==> src/hw/rtl/i2cmc_pkg.sv <==
`timescale 1ns / 1ps

package i2cmc_pkg;

  // Command codes carried in the func field of an input word.
  localparam logic [2:0] FUNC_NONE      = 3'd0;
  localparam logic [2:0] FUNC_START     = 3'd1;
  localparam logic [2:0] FUNC_WRITE     = 3'd2;
  localparam logic [2:0] FUNC_READ      = 3'd3;
  localparam logic [2:0] FUNC_STOP      = 3'd4;
  localparam logic [2:0] FUNC_REG_WRITE = 3'd5;
  localparam logic [2:0] FUNC_REG_READ  = 3'd6;

  typedef struct packed {
    logic [2:0] func;
    logic [6:0] addr7;
    logic [7:0] reg_addr;
    logic [7:0] write_data;
    logic       ack_after_read;
    logic       scl_in;
    logic       sda_in;
  } in_t;

  typedef struct packed {
    logic       scl_pull_low;
    logic       sda_pull_low;
    logic       busy_res;
    logic       done_res;
    logic       acked;
    logic [7:0] read_data;
  } out_t;

endpackage

==> src/hw/rtl/i2c_master_controller_core.sv <==
`timescale 1ns / 1ps

// I2C master bit-level controller.
// The input channel carries one word per bit-timing tick: the sampled SCL and
// SDA levels and, while the controller is idle, a command (start, write byte,
// read byte, stop, register write, register read). Commands that arrive while
// a command is in progress are ignored.
// The output channel returns exactly one word per accepted input word: the
// open-drain pull-low controls for SCL and SDA, busy and done flags, the ACK
// status and the last received byte.
// The result word of an accepted word is registered and is visible on the
// output right after the edge that accepts it. Throughput is one word per
// cycle while the receiver keeps up, set by the single state update per tick.
// The result sits in an output register; a new input word is taken whenever
// that register is empty or is being drained in the same cycle, so a stalled
// receiver stalls the input side only while a result is still waiting.
// Reset clears the controller to idle with both lines released, all held
// bytes and the status cleared, and the output register empty.
module i2c_master_controller_core
  import i2cmc_pkg::*;
(
  input  logic clk_i,
  input  logic rst_ni,
  input  logic in_valid_i,
  output logic in_ready_o,
  input  in_t  in_i,
  output logic out_valid_o,
  input  logic out_ready_i,
  output out_t out_o
);

  // Bus sequencing phases. Codes above the last member are unreachable and
  // fall back to idle.
  typedef enum logic [4:0] {
    PH_IDLE   = 5'd0,
    PH_ST1    = 5'd1,
    PH_ST2    = 5'd2,
    PH_ST3    = 5'd3,
    PH_SP1    = 5'd4,
    PH_SPWAIT = 5'd5,
    PH_SPHOLD = 5'd6,
    PH_SPEND  = 5'd7,
    PH_WBHI   = 5'd8,
    PH_WBLO   = 5'd9,
    PH_WAREL  = 5'd10,
    PH_WAWAIT = 5'd11,
    PH_WAHOLD = 5'd12,
    PH_WAEND  = 5'd13,
    PH_RBHI   = 5'd14,
    PH_RBLO   = 5'd15,
    PH_RASET  = 5'd16,
    PH_RAHI   = 5'd17,
    PH_RALO   = 5'd18
  } phase_e;

  // Next primitive to launch once the current phase has been handled.
  typedef enum logic [2:0] {
    ACT_NONE,
    ACT_START,
    ACT_STOP,
    ACT_WRITE,
    ACT_READ,
    ACT_FINISH
  } act_e;

  // Transaction steps of the register commands.
  localparam logic [3:0] TX_PRIM     = 4'd0;
  localparam logic [3:0] TX_W_ADDR   = 4'd1;
  localparam logic [3:0] TX_W_REG    = 4'd2;
  localparam logic [3:0] TX_W_DATA   = 4'd3;
  localparam logic [3:0] TX_W_STOP   = 4'd4;
  localparam logic [3:0] TX_R_ADDR   = 4'd6;
  localparam logic [3:0] TX_R_REG    = 4'd7;
  localparam logic [3:0] TX_R_RSTART = 4'd8;
  localparam logic [3:0] TX_R_ADDRR  = 4'd9;
  localparam logic [3:0] TX_R_READ   = 4'd10;
  localparam logic [3:0] TX_R_STOP   = 4'd11;
  localparam logic [3:0] TX_R_DONE   = 4'd12;
  localparam logic [3:0] TX_FAIL     = 4'd13;

  phase_e     phase_q, phase_d;
  logic [2:0] bit_cnt_q, bit_cnt_d;
  logic [7:0] shift_q, shift_d;
  logic [3:0] txn_q, txn_d;
  logic [6:0] addr_q, addr_d;
  logic [7:0] reg_q, reg_d;
  logic [7:0] data_q, data_d;
  logic       ack_hold_q, ack_hold_d;
  logic       ack_stat_q, ack_stat_d;
  logic [7:0] rx_q, rx_d;
  logic       scl_drv_q, scl_drv_d;
  logic       sda_drv_q, sda_drv_d;
  logic       out_valid_q;
  out_t       out_q, out_d;

  logic       accept;

  assign in_ready_o  = !out_valid_q || out_ready_i;
  assign accept      = in_valid_i && in_ready_o;
  assign out_valid_o = out_valid_q;
  assign out_o       = out_q;

  always_comb begin
    act_e       act;
    logic [7:0] act_byte;
    logic       act_ack;
    logic       adv;
    logic       ok;

    phase_d    = phase_q;
    bit_cnt_d  = bit_cnt_q;
    shift_d    = shift_q;
    txn_d      = txn_q;
    addr_d     = addr_q;
    reg_d      = reg_q;
    data_d     = data_q;
    ack_hold_d = ack_hold_q;
    ack_stat_d = ack_stat_q;
    rx_d       = rx_q;
    scl_drv_d  = scl_drv_q;
    sda_drv_d  = sda_drv_q;
    act        = ACT_NONE;
    act_byte   = in_i.write_data;
    act_ack    = in_i.ack_after_read;
    adv        = 1'b0;
    ok         = 1'b1;

    unique case (phase_q)
      PH_IDLE: begin
        unique case (in_i.func) inside
          FUNC_REG_WRITE, FUNC_REG_READ: begin
            addr_d     = in_i.addr7;
            reg_d      = in_i.reg_addr;
            data_d     = in_i.write_data;
            ack_stat_d = 1'b1;
            txn_d      = (in_i.func == FUNC_REG_WRITE) ? TX_W_ADDR : TX_R_ADDR;
            act        = ACT_START;
          end
          FUNC_START: begin
            txn_d = TX_PRIM;
            act   = ACT_START;
          end
          FUNC_WRITE: begin
            txn_d = TX_PRIM;
            act   = ACT_WRITE;
          end
          FUNC_READ: begin
            txn_d = TX_PRIM;
            act   = ACT_READ;
          end
          FUNC_STOP: begin
            txn_d = TX_PRIM;
            act   = ACT_STOP;
          end
          default: ;
        endcase
      end
      PH_ST1: begin
        sda_drv_d = 1'b1;
        phase_d   = PH_ST2;
      end
      PH_ST2: begin
        scl_drv_d = 1'b1;
        phase_d   = PH_ST3;
      end
      PH_ST3: adv = 1'b1;
      PH_SP1: begin
        scl_drv_d = 1'b0;
        phase_d   = PH_SPWAIT;
      end
      PH_SPWAIT: begin
        if (in_i.scl_in) begin
          phase_d = PH_SPHOLD;
        end
      end
      PH_SPHOLD: begin
        sda_drv_d = 1'b0;
        phase_d   = PH_SPEND;
      end
      PH_SPEND: adv = 1'b1;
      PH_WBHI: begin
        scl_drv_d = 1'b1;
        phase_d   = PH_WBLO;
      end
      PH_WBLO: begin
        shift_d = {shift_q[6:0], 1'b0};
        if (bit_cnt_q == 3'd7) begin
          sda_drv_d = 1'b0;
          phase_d   = PH_WAREL;
        end else begin
          bit_cnt_d = bit_cnt_q + 3'd1;
          sda_drv_d = !shift_q[6];
          scl_drv_d = 1'b0;
          phase_d   = PH_WBHI;
        end
      end
      PH_WAREL: begin
        scl_drv_d = 1'b0;
        phase_d   = PH_WAWAIT;
      end
      PH_WAWAIT: begin
        if (in_i.scl_in) begin
          phase_d = PH_WAHOLD;
        end
      end
      PH_WAHOLD: begin
        ack_hold_d = !in_i.sda_in;
        scl_drv_d  = 1'b1;
        phase_d    = PH_WAEND;
      end
      PH_WAEND: begin
        if (txn_q == TX_PRIM) begin
          ack_stat_d = ack_hold_q;
        end
        adv = 1'b1;
        ok  = ack_hold_q;
      end
      PH_RBHI: begin
        shift_d   = {shift_q[6:0], in_i.sda_in};
        scl_drv_d = 1'b1;
        phase_d   = PH_RBLO;
      end
      PH_RBLO: begin
        if (bit_cnt_q == 3'd7) begin
          sda_drv_d = ack_hold_q;
          phase_d   = PH_RASET;
        end else begin
          bit_cnt_d = bit_cnt_q + 3'd1;
          scl_drv_d = 1'b0;
          phase_d   = PH_RBHI;
        end
      end
      PH_RASET: begin
        scl_drv_d = 1'b0;
        phase_d   = PH_RAHI;
      end
      PH_RAHI: begin
        scl_drv_d = 1'b1;
        phase_d   = PH_RALO;
      end
      PH_RALO: begin
        sda_drv_d = 1'b0;
        rx_d      = shift_q;
        adv       = 1'b1;
      end
      default: begin
        phase_d = PH_IDLE;
        txn_d   = TX_PRIM;
      end
    endcase

    // Register command sequencing: pick the next primitive, or bail out to a
    // stop on the first missing acknowledge.
    if (adv) begin
      unique case (txn_q) inside
        TX_W_ADDR: begin
          txn_d    = TX_W_REG;
          act      = ACT_WRITE;
          act_byte = {addr_q, 1'b0};
        end
        TX_W_REG, TX_W_DATA, TX_W_STOP, TX_R_REG, TX_R_RSTART, TX_R_READ: begin
          if (!ok) begin
            ack_stat_d = 1'b0;
            txn_d      = TX_FAIL;
            act        = ACT_STOP;
          end else begin
            txn_d = txn_q + 4'd1;
            unique case (txn_q) inside
              TX_W_REG, TX_R_REG: begin
                act      = ACT_WRITE;
                act_byte = reg_q;
              end
              TX_W_DATA: begin
                act      = ACT_WRITE;
                act_byte = data_q;
              end
              TX_W_STOP:   act = ACT_STOP;
              TX_R_RSTART: act = ACT_START;
              default: begin
                act     = ACT_READ;
                act_ack = 1'b0;
              end
            endcase
          end
        end
        TX_R_ADDR: begin
          txn_d    = TX_R_REG;
          act      = ACT_WRITE;
          act_byte = {addr_q, 1'b0};
        end
        TX_R_ADDRR: begin
          txn_d    = TX_R_READ;
          act      = ACT_WRITE;
          act_byte = {addr_q, 1'b1};
        end
        TX_R_STOP: begin
          txn_d = TX_R_DONE;
          act   = ACT_STOP;
        end
        default: begin
          txn_d = TX_PRIM;
          act   = ACT_FINISH;
        end
      endcase
    end

    unique case (act)
      ACT_START: begin
        sda_drv_d = 1'b0;
        scl_drv_d = 1'b0;
        phase_d   = PH_ST1;
      end
      ACT_STOP: begin
        sda_drv_d = 1'b1;
        phase_d   = PH_SP1;
      end
      ACT_WRITE: begin
        shift_d   = act_byte;
        bit_cnt_d = 3'd0;
        sda_drv_d = !act_byte[7];
        scl_drv_d = 1'b0;
        phase_d   = PH_WBHI;
      end
      ACT_READ: begin
        ack_hold_d = act_ack;
        shift_d    = 8'd0;
        bit_cnt_d  = 3'd0;
        sda_drv_d  = 1'b0;
        scl_drv_d  = 1'b0;
        phase_d    = PH_RBHI;
      end
      ACT_FINISH: phase_d = PH_IDLE;
      default: ;
    endcase

    out_d.scl_pull_low = scl_drv_d;
    out_d.sda_pull_low = sda_drv_d;
    out_d.busy_res     = (phase_d != PH_IDLE);
    out_d.done_res     = (act == ACT_FINISH);
    out_d.acked        = ack_stat_d;
    out_d.read_data    = rx_d;
  end

  always_ff @(posedge clk_i or negedge rst_ni) begin
    if (!rst_ni) begin
      phase_q     <= PH_IDLE;
      bit_cnt_q   <= '0;
      shift_q     <= '0;
      txn_q       <= TX_PRIM;
      addr_q      <= '0;
      reg_q       <= '0;
      data_q      <= '0;
      ack_hold_q  <= 1'b0;
      ack_stat_q  <= 1'b0;
      rx_q        <= '0;
      scl_drv_q   <= 1'b0;
      sda_drv_q   <= 1'b0;
      out_valid_q <= 1'b0;
    end else begin
      if (accept) begin
        phase_q    <= phase_d;
        bit_cnt_q  <= bit_cnt_d;
        shift_q    <= shift_d;
        txn_q      <= txn_d;
        addr_q     <= addr_d;
        reg_q      <= reg_d;
        data_q     <= data_d;
        ack_hold_q <= ack_hold_d;
        ack_stat_q <= ack_stat_d;
        rx_q       <= rx_d;
        scl_drv_q  <= scl_drv_d;
        sda_drv_q  <= sda_drv_d;
      end
      if (in_ready_o) begin
        out_valid_q <= in_valid_i;
      end
    end
  end

  always_ff @(posedge clk_i) begin
    if (accept) begin
      out_q <= out_d;
    end
  end

endmodule

==> config.mk <==
export PLATFORM = sky130hd
export DESIGN_NAME = i2c_master_controller_core
export DESIGN_NICKNAME = d
export VERILOG_FILES = /design/src/hw/rtl/i2cmc_pkg.sv /design/src/hw/rtl/i2c_master_controller_core.sv
export SDC_FILE = /design/constraint.sdc
export NUM_CORES = 1
export LEC_CHECK = 0
export BUFFER_PORTS_ARGS = -buffer_cell sky130_fd_sc_hd__buf_2
export CORE_MARGIN = 2
export CORE_UTILIZATION = 64
export CTS_BUF_LIST = sky130_fd_sc_hd__clkbuf_8 sky130_fd_sc_hd__clkbuf_16
export CTS_CLUSTER_SIZE = 14
export DETAILED_ROUTE_END_ITERATION = 8
export GPL_ROUTABILITY_DRIVEN = 0
export PLACE_DENSITY = 0.86
export SYNTH_ARGS = -nofsm -noshare
export SYNTH_HDL_FRONTEND = slang
export SYNTH_SLANG_ARGS = --single-unit
==> constraint.sdc <==
create_clock -name clk_i -period 7.5 [get_ports clk_i]
set_input_delay 1.5 -clock clk_i [delete_from_list [all_inputs] [get_ports clk_i]]
set_output_delay 1.5 -clock clk_i [all_outputs]
set_load 0.01 [all_outputs]
==> run metrics, run 1 <==
CTS H-tree depth 3; Max Cap Viol 0; type of destination of the critical path flip-flop; largest net degree at the start of global routing 57; IO Pins 48; WP depth 10; Layout Nets 537; final antenna diode count 0; die height 86.7 um; Die X 86.7 um; RSZ-0062 raised after global routing no; post-CTS sizing 0; CTS clock-pin slew for the worst setup and hold paths 0.08 ns; Worst setup endpoint shift_q[5]; first-pass GRT wire length 16900 um; Filler Cell Count 508; Worst Setup Start Kind primary input; period utilization 52.4%; DP Wirelength 7040 um; FMAX 254 MHz; fraction of layout instances using a drive strength above 1 23.0%; clk_lat worst skew 0.36 ns; Clock Skews 0.0140 ns; postcts setup bufs 0; power per cell area 381 nW/um2; reg-to-reg endpoint shift_q[5]; DP Area 4600 um2; Slew Limit Fails 0; Least-Margin Pin Slew 0.942 ns; die area 7520 um2; Yosys warning count 0; status finished, final reports clean; CP cell instances buf_2 -> inv_1 -> ha_1 -> nor4b_1 -> o21ai_0 -> a21oi_1 -> o22a_1 -> nand3_2 -> a31oi_4 -> mux2_4; sequential area share after synthesis 40.9%; Critical Path Source in_i[26]; VDD IR max 0.000230 V; synthesized area per cell 9.44 um2; hold crit path type flip-flop to flip-flop; Total Routing Usage GR 28.7%; PortBufs 47; Post-synth EDFFs 13; per-cell routed wire length 17.7 um; syn nets 507; vias per std cell 6.56; most common cell after layout, fill and taps aside nand2_1; design area 4790 um2; delay-heaviest family, CP compound AO/OA/AOI/OAI gates; DR iter-0 viols 340; fin cells 579; highest-count cells in the layout ignoring fill and taps 80 x nand2_1, 56 x dfrtp_1, 47 x buf_2, 34 x o21ai_0, 26 x mux2_2; grt total ovfl 0; crit path time final 3.93 ns; Final setup viols 0; r2r setup slk 3.83 ns; clk sinks 69; CTS tree yes; Slew headroom 37.0%; Pre-antenna DRT Iters 5; r2r worst-path depth 7; Lkg Pwr 2.18 nW; final hold vios 0; Largest stage delay, worst path 0.50 ns; Num CTS Buffers 9; CP bufs+invs 2; initial antenna violation count 0; WP data arrival 4.18 ns; cell row count 30; Routed Antenna Nets 0; Synth Register Bits 69; vias in the first global route 3432; Async SR Flop Fraction 81.2%; DRC Markers 0; clk root buf clkbuf_8; routed via count 3796; total power 1.82 mW; final wirelength 10300 um; area grow syn2layout 9.40%; Worst Setup Path Type primary input to flip-flop; crit path max fanout 13; RR Startpoint phase_q[3]; setup_tns 0 ns; Syn Std Cell Area 4380 um2; Cell variety after synth 71; top_reg_cell synth dfrtp_1; Core Box Area 6720 um2; Longest Clk Path Bufs 2; Post-Synthesis Cells 464; Placed Cells 563; CTS Hold Bufs 0; fin util 71.3%; WP data required 7.75 ns; initial core utilization 65.2%; Max stage delay cell, worst path a31oi_4
worst register-to-register path: stages (launching register included):
cell,delay (ns)
dfrtp_1,0.67
nor3_4,0.39
and3_1,0.53
or2_1,0.57
o221ai_2,0.31
or2b_1,0.35
a31oi_4,0.38
mux2_4,0.35
cell families (layout without fill, tap and decap cells):
logic type | Yosys count | count (layout) | share of synthesized area [%]
xor gates and xnor gates | 5 | 5 | 1.00
DFF | 69 | 69 | 40.9
AOI/OAI and AO/OA | 133 | 133 | 22.1
muxes | 42 | 42 | 11.3
and+or+nand+nor | 162 | 162 | 17.8
adders and majority gates | 10 | 10 | 2.86
buffers and inverters | 43 | 78 | 4.14
where the power goes:
| part | leakage (nW) | switching, mW | total, mW | internal, mW |
|---|---|---|---|---|
| clock network | 0.0945 | 0.149 | 0.301 | 0.152 |
| registers | 0.864 | 0.164 | 0.673 | 0.509 |
| logic | 1.22 | 0.468 | 0.850 | 0.382 |
| total | 2.18 | 0.782 | 1.82 | 1.04 |
how the worst min path moves through the flow:
stage                     startpoint  endpoint  slack, ns  cells after the start
after global routing         rx_q[4]   rx_q[4]       0.52                      2
after global placement       rx_q[6]   rx_q[6]       0.46                      2
final                        rx_q[5]   rx_q[5]       0.49                      2
after detailed placement     rx_q[6]   rx_q[6]       0.47                      2
after CTS                    rx_q[3]   rx_q[3]       0.49                      2
after floorplan              rx_q[7]   rx_q[7]       0.45                      2
area by class of cell:
type	instances	area, um2	area share (%)
inverters	12	45.0	0.940
flip-flops and latches	69	1790	37.4
multi-input cells	352	2410	50.2
well taps	80	100	2.09
clock inverters	7	66.3	1.38
repair buffers	50	258	5.38
clock buffers	9	124	2.58
flip-flops by register name, indices dropped and copies added, names as in the netlist:
| signal | flops |
|---|---|
| out_o | 13 |
| data_q | 8 |
| reg_q | 8 |
| rx_q | 8 |
| shift_q | 8 |
| addr_q | 7 |
| phase_q | 5 |
| txn_q | 4 |
| bit_cnt_q | 3 |
| ack_hold_q | 1 |
| ack_stat_q | 1 |
| out_valid_o | 1 |
| scl_drv_q | 1 |
| sda_drv_q | 1 |
metal layers:
| layer | track usage [%] | routed length (um) | vias to the layer above |
|---|---|---|---|
| met3 | 4.48 | 694 | 27 |
| met5 | 0 | 0 | - |
| met2 | 44.4 | 4870 | 199 |
| li1 | - | - | 1763 |
| met4 | 10.7 | 229 | 0 |
| met1 | 41.0 | 4460 | 1807 |
cell usage after synthesis, types with 2 or more instances:
library cell | count | share of area [%]
a21o_1 | 2 | 0.34
a21oi_1 | 16 | 1.8
a221o_1 | 2 | 0.46
a221oi_1 | 5 | 1.0
a22o_1 | 10 | 2.0
a22oi_1 | 16 | 2.7
a2bb2oi_1 | 3 | 0.60
a311oi_1 | 2 | 0.40
a31o_2 | 3 | 0.60
a31oi_1 | 6 | 0.86
and2_1 | 2 | 0.29
and3_1 | 3 | 0.43
buf_1 | 3 | 0.26
buf_2 | 4 | 0.46
buf_6 | 2 | 0.51
clkbuf_1 | 22 | 1.9
dfrtp_1 | 56 | 32
edfxtp_1 | 13 | 8.9
ha_1 | 10 | 2.9
inv_1 | 12 | 1.0
mux2_2 | 26 | 6.7
mux2_4 | 8 | 2.7
mux2i_1 | 8 | 1.8
nand2_1 | 80 | 6.9
nand2b_1 | 7 | 1.0
nand3_1 | 17 | 1.9
nor2_1 | 21 | 1.8
nor2b_1 | 6 | 0.86
nor3_1 | 6 | 0.69
nor3_4 | 2 | 0.74
o211a_1 | 2 | 0.46
o211ai_1 | 3 | 0.51
o21ai_0 | 34 | 3.9
o21ai_1 | 2 | 0.23
o22a_1 | 2 | 0.40
o22ai_1 | 5 | 0.71
o31ai_1 | 2 | 0.34
or2_1 | 3 | 0.43
or2_2 | 2 | 0.29
or3_1 | 2 | 0.29
xnor2_1 | 3 | 0.60
xor2_1 | 2 | 0.40
per-stage QoR:
step | hold slack, ns | setup slack (ns)
after global routing | 0.517 | 3.40
after CTS | 0.490 | 3.62
after floorplan | 0.446 | 4.02
after global placement | 0.457 | 3.38
final | 0.492 | 3.57
after detailed placement | 0.469 | 3.25
(Power assumes the default switching activity.)
==> run 2, diff against run 1 <==
Settings changed: CORE_UTILIZATION 64 to 59, PLACE_DENSITY 0.86 to 0.8.
Clock period 7.5 ns to 4 ns, I/O delays scaled along.
==> run 2 against run 1 <==
  * Via count fell by 1.3%
  * Clock-buffer cell count rose by 1
  * Global-route usage fell by 2.2 points
  * Flip-flop and latch count did not move
  * Critical path type is now flip-flop to flip-flop
  * Setup slack got worse by 3.0 ns
  * Total power rose by 91%
  * Wire length rose by 0.93%
  * Cell count rose by 4.5%
  * Non-clock buffer count rose by 7
==> run metrics, run 2 (synthesis results as in run 1) <==
status finished, final reports clean; Lkg Pwr 2.22 nW (+1.8%); vias in the first global route 3489 (+1.7%); crit path max fanout 15 (+2); CP cell instances nor3_4 -> and3_1 -> or2_1 -> o221ai_2 -> or2b_1 -> a31oi_4 -> mux2_4; Total Routing Usage GR 26.5% (-2.2 points); initial core utilization 60.7% (-4.5 points); RR Startpoint phase_q[2]; CTS tree yes; Largest register FFs 13 (unchanged); die height 90.2 um (+4.0%); r2r worst-path depth 7 (unchanged); Routed Antenna Nets 0 (unchanged); cell row count 31 (+3.3%); Core Box Area 7210 um2 (+7.4%); DR iter-0 viols 357 (+5.0%); hold crit path type primary input to async pin; WP data arrival 3.70 ns (-0.48 ns); Slew Limit Fails 0 (unchanged); Least-Margin Pin Slew 0.783 ns (-0.159 ns); DRC Markers 0 (unchanged); Comb power frac 48.4% (+1.8 points); most common cell after layout, fill and taps aside nand2_1; clk sinks 69 (unchanged); Max stage delay cell, worst path dfrtp_1; grt total ovfl 0 (unchanged); fraction of layout instances using a drive strength above 1 24.5% (+1.5 points); IO Pins 48 (unchanged); Die X 90.2 um (+4.0%); power per cell area 714 nW/um2 (+88%); PortBufs 47 (unchanged); Num CTS Buffers 9 (unchanged); die area 8130 um2 (+8.1%); initial antenna violation count 0 (unchanged); VDD IR max 0.000495 V (+110%); Worst Setup Start Kind flip-flop; Pre-antenna DRT Iters 7 (+2); period utilization 86.6%; Setup WS post-layout 0.535 ns (-3.03 ns); postcts setup bufs 0 (unchanged); per-cell routed wire length 17.1 um (-3.4%); Largest stage delay, worst path 0.59 ns (+0.09 ns); Worst Setup Path Type flip-flop to flip-flop; fin util 67.7% (-3.6 points); WP data required 4.24 ns (-3.51 ns); clock power share 17.1% (+0.6 points); Longest Clk Path Bufs 2 (unchanged); Placed Cells 589 (+4.6%); final wirelength 10400 um (+0.93%); vias per std cell 6.19 (-5.6%); routed via count 3746 (-1.3%); setup_tns 0 ns (unchanged); clk root buf clkbuf_8; FMAX 289 MHz; crit path time final 3.46 ns; CTS Hold Bufs 0 (unchanged); RSZ-0062 raised after global routing no; first-pass GRT wire length 17300 um (+2.2%); largest net degree at the start of global routing 32 (-44%); final antenna diode count 0 (unchanged); total power 3.49 mW (+91%); Max Cap Viol 0 (unchanged); Clock Skews 0.00678 ns (-0.00725 ns); DP Wirelength 7420 um (+5.4%); sequential share of power 34.5% (-2.4 points); Pint 2.01 mW (+93%); reg-to-reg endpoint shift_q[5]; final hold vios 0 (unchanged); pre-CTS WS 0.391 ns (-2.86 ns); fin cells 605 (+4.5%); area grow syn2layout 11.6%; Layout Nets 544 (+1.3%); Sw Ratio 42.5% (-0.38 points); Slew headroom 47.8% (+11 points); highest-count cells in the layout ignoring fill and taps 80 x nand2_1, 56 x dfrtp_1, 47 x buf_2, 34 x o21ai_0, 26 x mux2_2; switching pwr 1.48 mW (+90%); r2r setup slk 0.54 ns (-3.29 ns); post-CTS sizing 0 (unchanged); clk_lat worst skew 0.35 ns (about the same); CTS H-tree depth 3 (unchanged); type of destination of the critical path flip-flop; CTS clock-pin slew for the worst setup and hold paths 0.08 ns (about the same); Final setup viols 0 (unchanged)
run 2: cell types whose count changed in the layout (fill, tap and decap cells not counted), sizes merged:
| cell | delta |
|---|---|
| buf | +7 |
| clkbuf | +1 |
| inv | -1 |
run 2: worst max-delay path by stage:
stage,depth (start not counted),slack (ns),endpoint,from
2_1_floorplan,9,1.13,shift_q[0],txn_q[0]
3_3_place_gp,10,0.59,shift_q[3],in_i[26]
3_5_place_dp,10,0.39,shift_q[2],in_i[26]
4_1_cts,7,0.59,shift_q[5],phase_q[2]
5_1_grt,9,0.33,shift_q[3],txn_q[0]
6_report,7,0.54,shift_q[5],phase_q[2]
run 2: per-layer routing:
layer  wire, um  track usage (%)  part of all wire [%]
met4        216             9.87                   2.1
met5          0                0                     0
met3        670             4.44                   6.5
met1       4540             36.8                    44
met2       4930             41.9                    48
run 2: through the flow:
stage          instance area, um2  hold WS (ns)
3_5_place_dp                 4680         0.469
2_1_floorplan                4380         0.446
4_1_cts                      4890         0.486
6_report                     4890         0.465
5_1_grt                      4890         0.507
3_3_place_gp                 4680         0.457
run 2: critical path: cells and delay by family (launching register included):
kind	cells	cell delay [ns]
AND/OR/NAND/NOR	4	1.72
flip-flops	1	0.59
AO/OA/AOI/OAI	2	0.69
multiplexers	1	0.34
run 2: power groups by stage:
stage | sequential (mW) | combinational [mW] | clock [mW]
after global placement | 1.19 | 1.60 | 0
after CTS | 1.20 | 1.66 | 0.601
final | 1.21 | 1.69 | 0.596
after global routing | 1.24 | 1.85 | 0.625
after detailed placement | 1.21 | 1.65 | 0
after floorplan | 1.10 | 1.36 | 0
run 2: area by class of cell:
type	instances	area [um2]
Tap cell	99	124
Timing Repair Buffer	57	310
Fill cell	569	2330
Multi-Input combinational cell	352	2410
Sequential cell	69	1790
Inverter	12	45.0
Clock inverter	6	71.3
Clock buffer	10	138
==> run 3, diff against run 2 <==
Settings changed: ABC_AREA set to 1.
==> run 3 against run 2 <==
  * First-iteration DRC count shrank 35%
  * Largest power group unchanged
  * Setup slack improved by 0.80 ns
  * Cell area about the same
  * Total power shrank 11%
  * Clock skew is 0.0071 ns higher
  * Critical path type unchanged
  * Flip-flop and latch count is the same
  * Synthesized cell count rose by 20%
==> run metrics, run 3 <==
post-CTS sizing 0 (unchanged); power per cell area 633 nW/um2 (-11%); first-pass GRT wire length 16400 um (-5.5%); highest-count cells in the layout ignoring fill and taps 166 x nand2_1, 66 x inv_1, 56 x dfrtp_1, 55 x o21ai_0, 47 x buf_2; Post-synth EDFFs 13 (unchanged); most frequent cell after synthesis nand2_1; top_reg_cell synth dfrtp_1; PortBufs 47 (unchanged); Num CTS Buffers 9 (unchanged); vias per std cell 5.55 (-10%); cells taking the most area after synthesis dfrtp_1 32%, nand2_1 14%, edfxtp_1 9.0%; Clock Skews 0.0138 ns (+0.00705 ns); DRC Markers 0 (unchanged); Yosys warning count 0 (unchanged); status finished, final reports clean; crit path max fanout 17 (+2); die height 89.7 um (-0.53%); die area 8040 um2 (-1.1%); FMAX 375 MHz (+30%); initial core utilization 60.4% (-0.35 points); Worst Setup Path Type flip-flop to flip-flop; most common cell after layout, fill and taps aside nand2_1; crit path time final 2.66 ns (-0.801 ns); Max stage delay cell, worst path dfrtp_1; final hold vios 0 (unchanged); DR iter-0 viols 233 (-35%); Least-Margin Pin Slew 0.899 ns (+0.116 ns); hold crit path type flip-flop to flip-flop; Largest stage delay, worst path 0.46 ns (-0.13 ns); clk root buf clkbuf_8; CTS tree yes; DP Wirelength 7490 um (+0.87%); WP data arrival 2.76 ns (-0.94 ns); Slew headroom 39.9% (-7.9 points); Endpoint, Worst Hold shift_q[1]; CTS clock-pin slew for the worst setup and hold paths 0.09 ns (about the same); Core Box Area 7180 um2 (-0.54%); Lkg Pwr 2.52 nW (+13%); Pre-antenna DRT Iters 5 (-2); synthesized area per cell 7.80 um2 (-17%); type of destination of the critical path flip-flop; area grow syn2layout 12.8%; period utilization 66.6% (-20 points); Longest Clk Path Bufs 2 (unchanged); Routed Antenna Nets 0 (unchanged); vias in the first global route 3571 (+2.4%); CP cell instances nor2_2 -> nand3_2 -> nand3_2 -> inv_1 -> o21ai_4 -> inv_2 -> nor2_4 -> nand2_1 -> nand3_1 -> nor2_1 -> nor2_2 -> nand3_1; RSZ-0062 raised after global routing no; initial antenna violation count 0 (unchanged); per-cell routed wire length 14.1 um (-18%); Die X 89.7 um (-0.53%); WP data required 4.10 ns (-0.14 ns); hold path startpoint shift_q[1]; setup_tns 0 ns (unchanged); Async SR Flop Fraction 81.2% (unchanged); Worst Setup Start Kind flip-flop; routed via count 3938 (+5.1%); Largest register FFs 13 (unchanged); r2r setup slk 1.34 ns (+0.80 ns); IO Pins 48 (unchanged); most frequent cells after synthesis 166 x nand2_1, 66 x inv_1, 56 x dfrtp_1; Final setup viols 0 (unchanged); Synth Register Bits 69 (unchanged); WHS Path Cells 2; clk_lat worst skew 0.36 ns (about the same); Syn Std Cell Area 4330 um2 (-1.1%); Filler Cell Count 602 (+5.8%); reg-to-reg endpoint out_o[10]; hold_ws 0.486 ns (+0.0210 ns); Max Cap Viol 0 (unchanged); VDD IR max 0.000365 V (-26%); postcts setup bufs 0 (unchanged); Post-Synthesis Cells 555 (+20%); syn nets 598 (+18%); Cell variety after synth 42 (-41%); cell row count 31 (unchanged); final antenna diode count 0 (unchanged); CTS Hold Bufs 0 (unchanged); largest net degree at the start of global routing 43 (+34%); RR Startpoint phase_q[3]; r2r worst-path depth 12 (+5); final wirelength 9990 um (-3.5%); Slew Limit Fails 0 (unchanged); share of the synthesized area in the top cell type 32.4% (+0.36 points); fraction of layout instances using a drive strength above 1 21.1% (-3.4 points); sequential area share after synthesis 41.4% (+0.46 points); post-synth top area cell dfrtp_1; grt total ovfl 0 (unchanged); CTS H-tree depth 3 (unchanged); Total Routing Usage GR 26.4% (-0.062 points); Layout Nets 649 (+19%); clk sinks 69 (unchanged)
-- run 3: through the flow --
stage | power (mW) | setup slack (ns) | area [um2] | utilization, % | cells
2_1_floorplan | 2.10 | 1.73 | 4330 | - | 555
3_3_place_gp | 2.37 | 1.24 | 4660 | 64.9 | 694
3_5_place_dp | 2.42 | 1.15 | 4660 | 64.9 | 694
4_1_cts | 3.08 | 1.38 | 4890 | 68.1 | 710
5_1_grt | 3.32 | 1.14 | 4890 | 68.1 | 710
6_report | 3.09 | 1.34 | 4890 | 68.1 | 710
-- run 3: how the worst max path moves through the flow --
stage,start,to,slack (ns),cells past startpoint
2_1_floorplan,in_i[27],addr_q[6],1.73,8
3_3_place_gp,out_ready_i,addr_q[0],1.24,9
3_5_place_dp,out_ready_i,data_q[1],1.15,9
4_1_cts,phase_q[3],out_o[10],1.38,12
5_1_grt,phase_q[3],out_o[10],1.14,12
6_report,phase_q[3],out_o[10],1.34,12
-- run 3: cell families after synthesis --
logic type / after synthesis / share of synthesized area (%)
adder cells (fa/ha/maj): 10 / 2.89
AND/OR/NAND/NOR: 283 / 31.3
buffers and inverters: 85 / 7.97
flip-flops: 69 / 41.4
multiplexers: 13 / 3.38
AO/OA/AOI/OAI: 94 / 12.9
XOR/XNOR: 1 / 0.202
-- run 3: routing by layer --
metal | track usage (%) | vias to the layer above | routed length (um) | part of all wire (%)
met3 | 4.11 | 24 | 654 | 6.5
met5 | 0 | - | 0 | 0
met1 | 35.9 | 1821 | 4350 | 44
met4 | 11.3 | 0 | 248 | 2.5
met2 | 42.0 | 169 | 4740 | 47
li1 | - | 1924 | - | -
-- run 3: cell type report --
type | instances | area, um2 | share of cell area (%)
clock buffers | 9 | 124 | 2.54
inverters | 75 | 289 | 5.92
clock inverters | 7 | 105 | 2.15
flip-flops and latches | 69 | 1790 | 36.7
well taps | 99 | 124 | 2.54
repair buffers | 50 | 258 | 5.28
multi-input cells | 401 | 2190 | 44.9
-- run 3: worst max-delay path: cells and delay by family, from the launching register on --
kind | cells | cell delay [ns]
flops | 1 | 0.46
buf+inv | 2 | 0.24
compound gates | 1 | 0.11
simple gates | 9 | 1.58
-- run 3: where the power goes --
group / total [mW] / switching (mW) / internal, mW
registers: 1.14 / 0.157 / 0.982
logic: 1.30 / 0.838 / 0.457
clock network: 0.658 / 0.296 / 0.362
total: 3.09 / 1.29 / 1.80
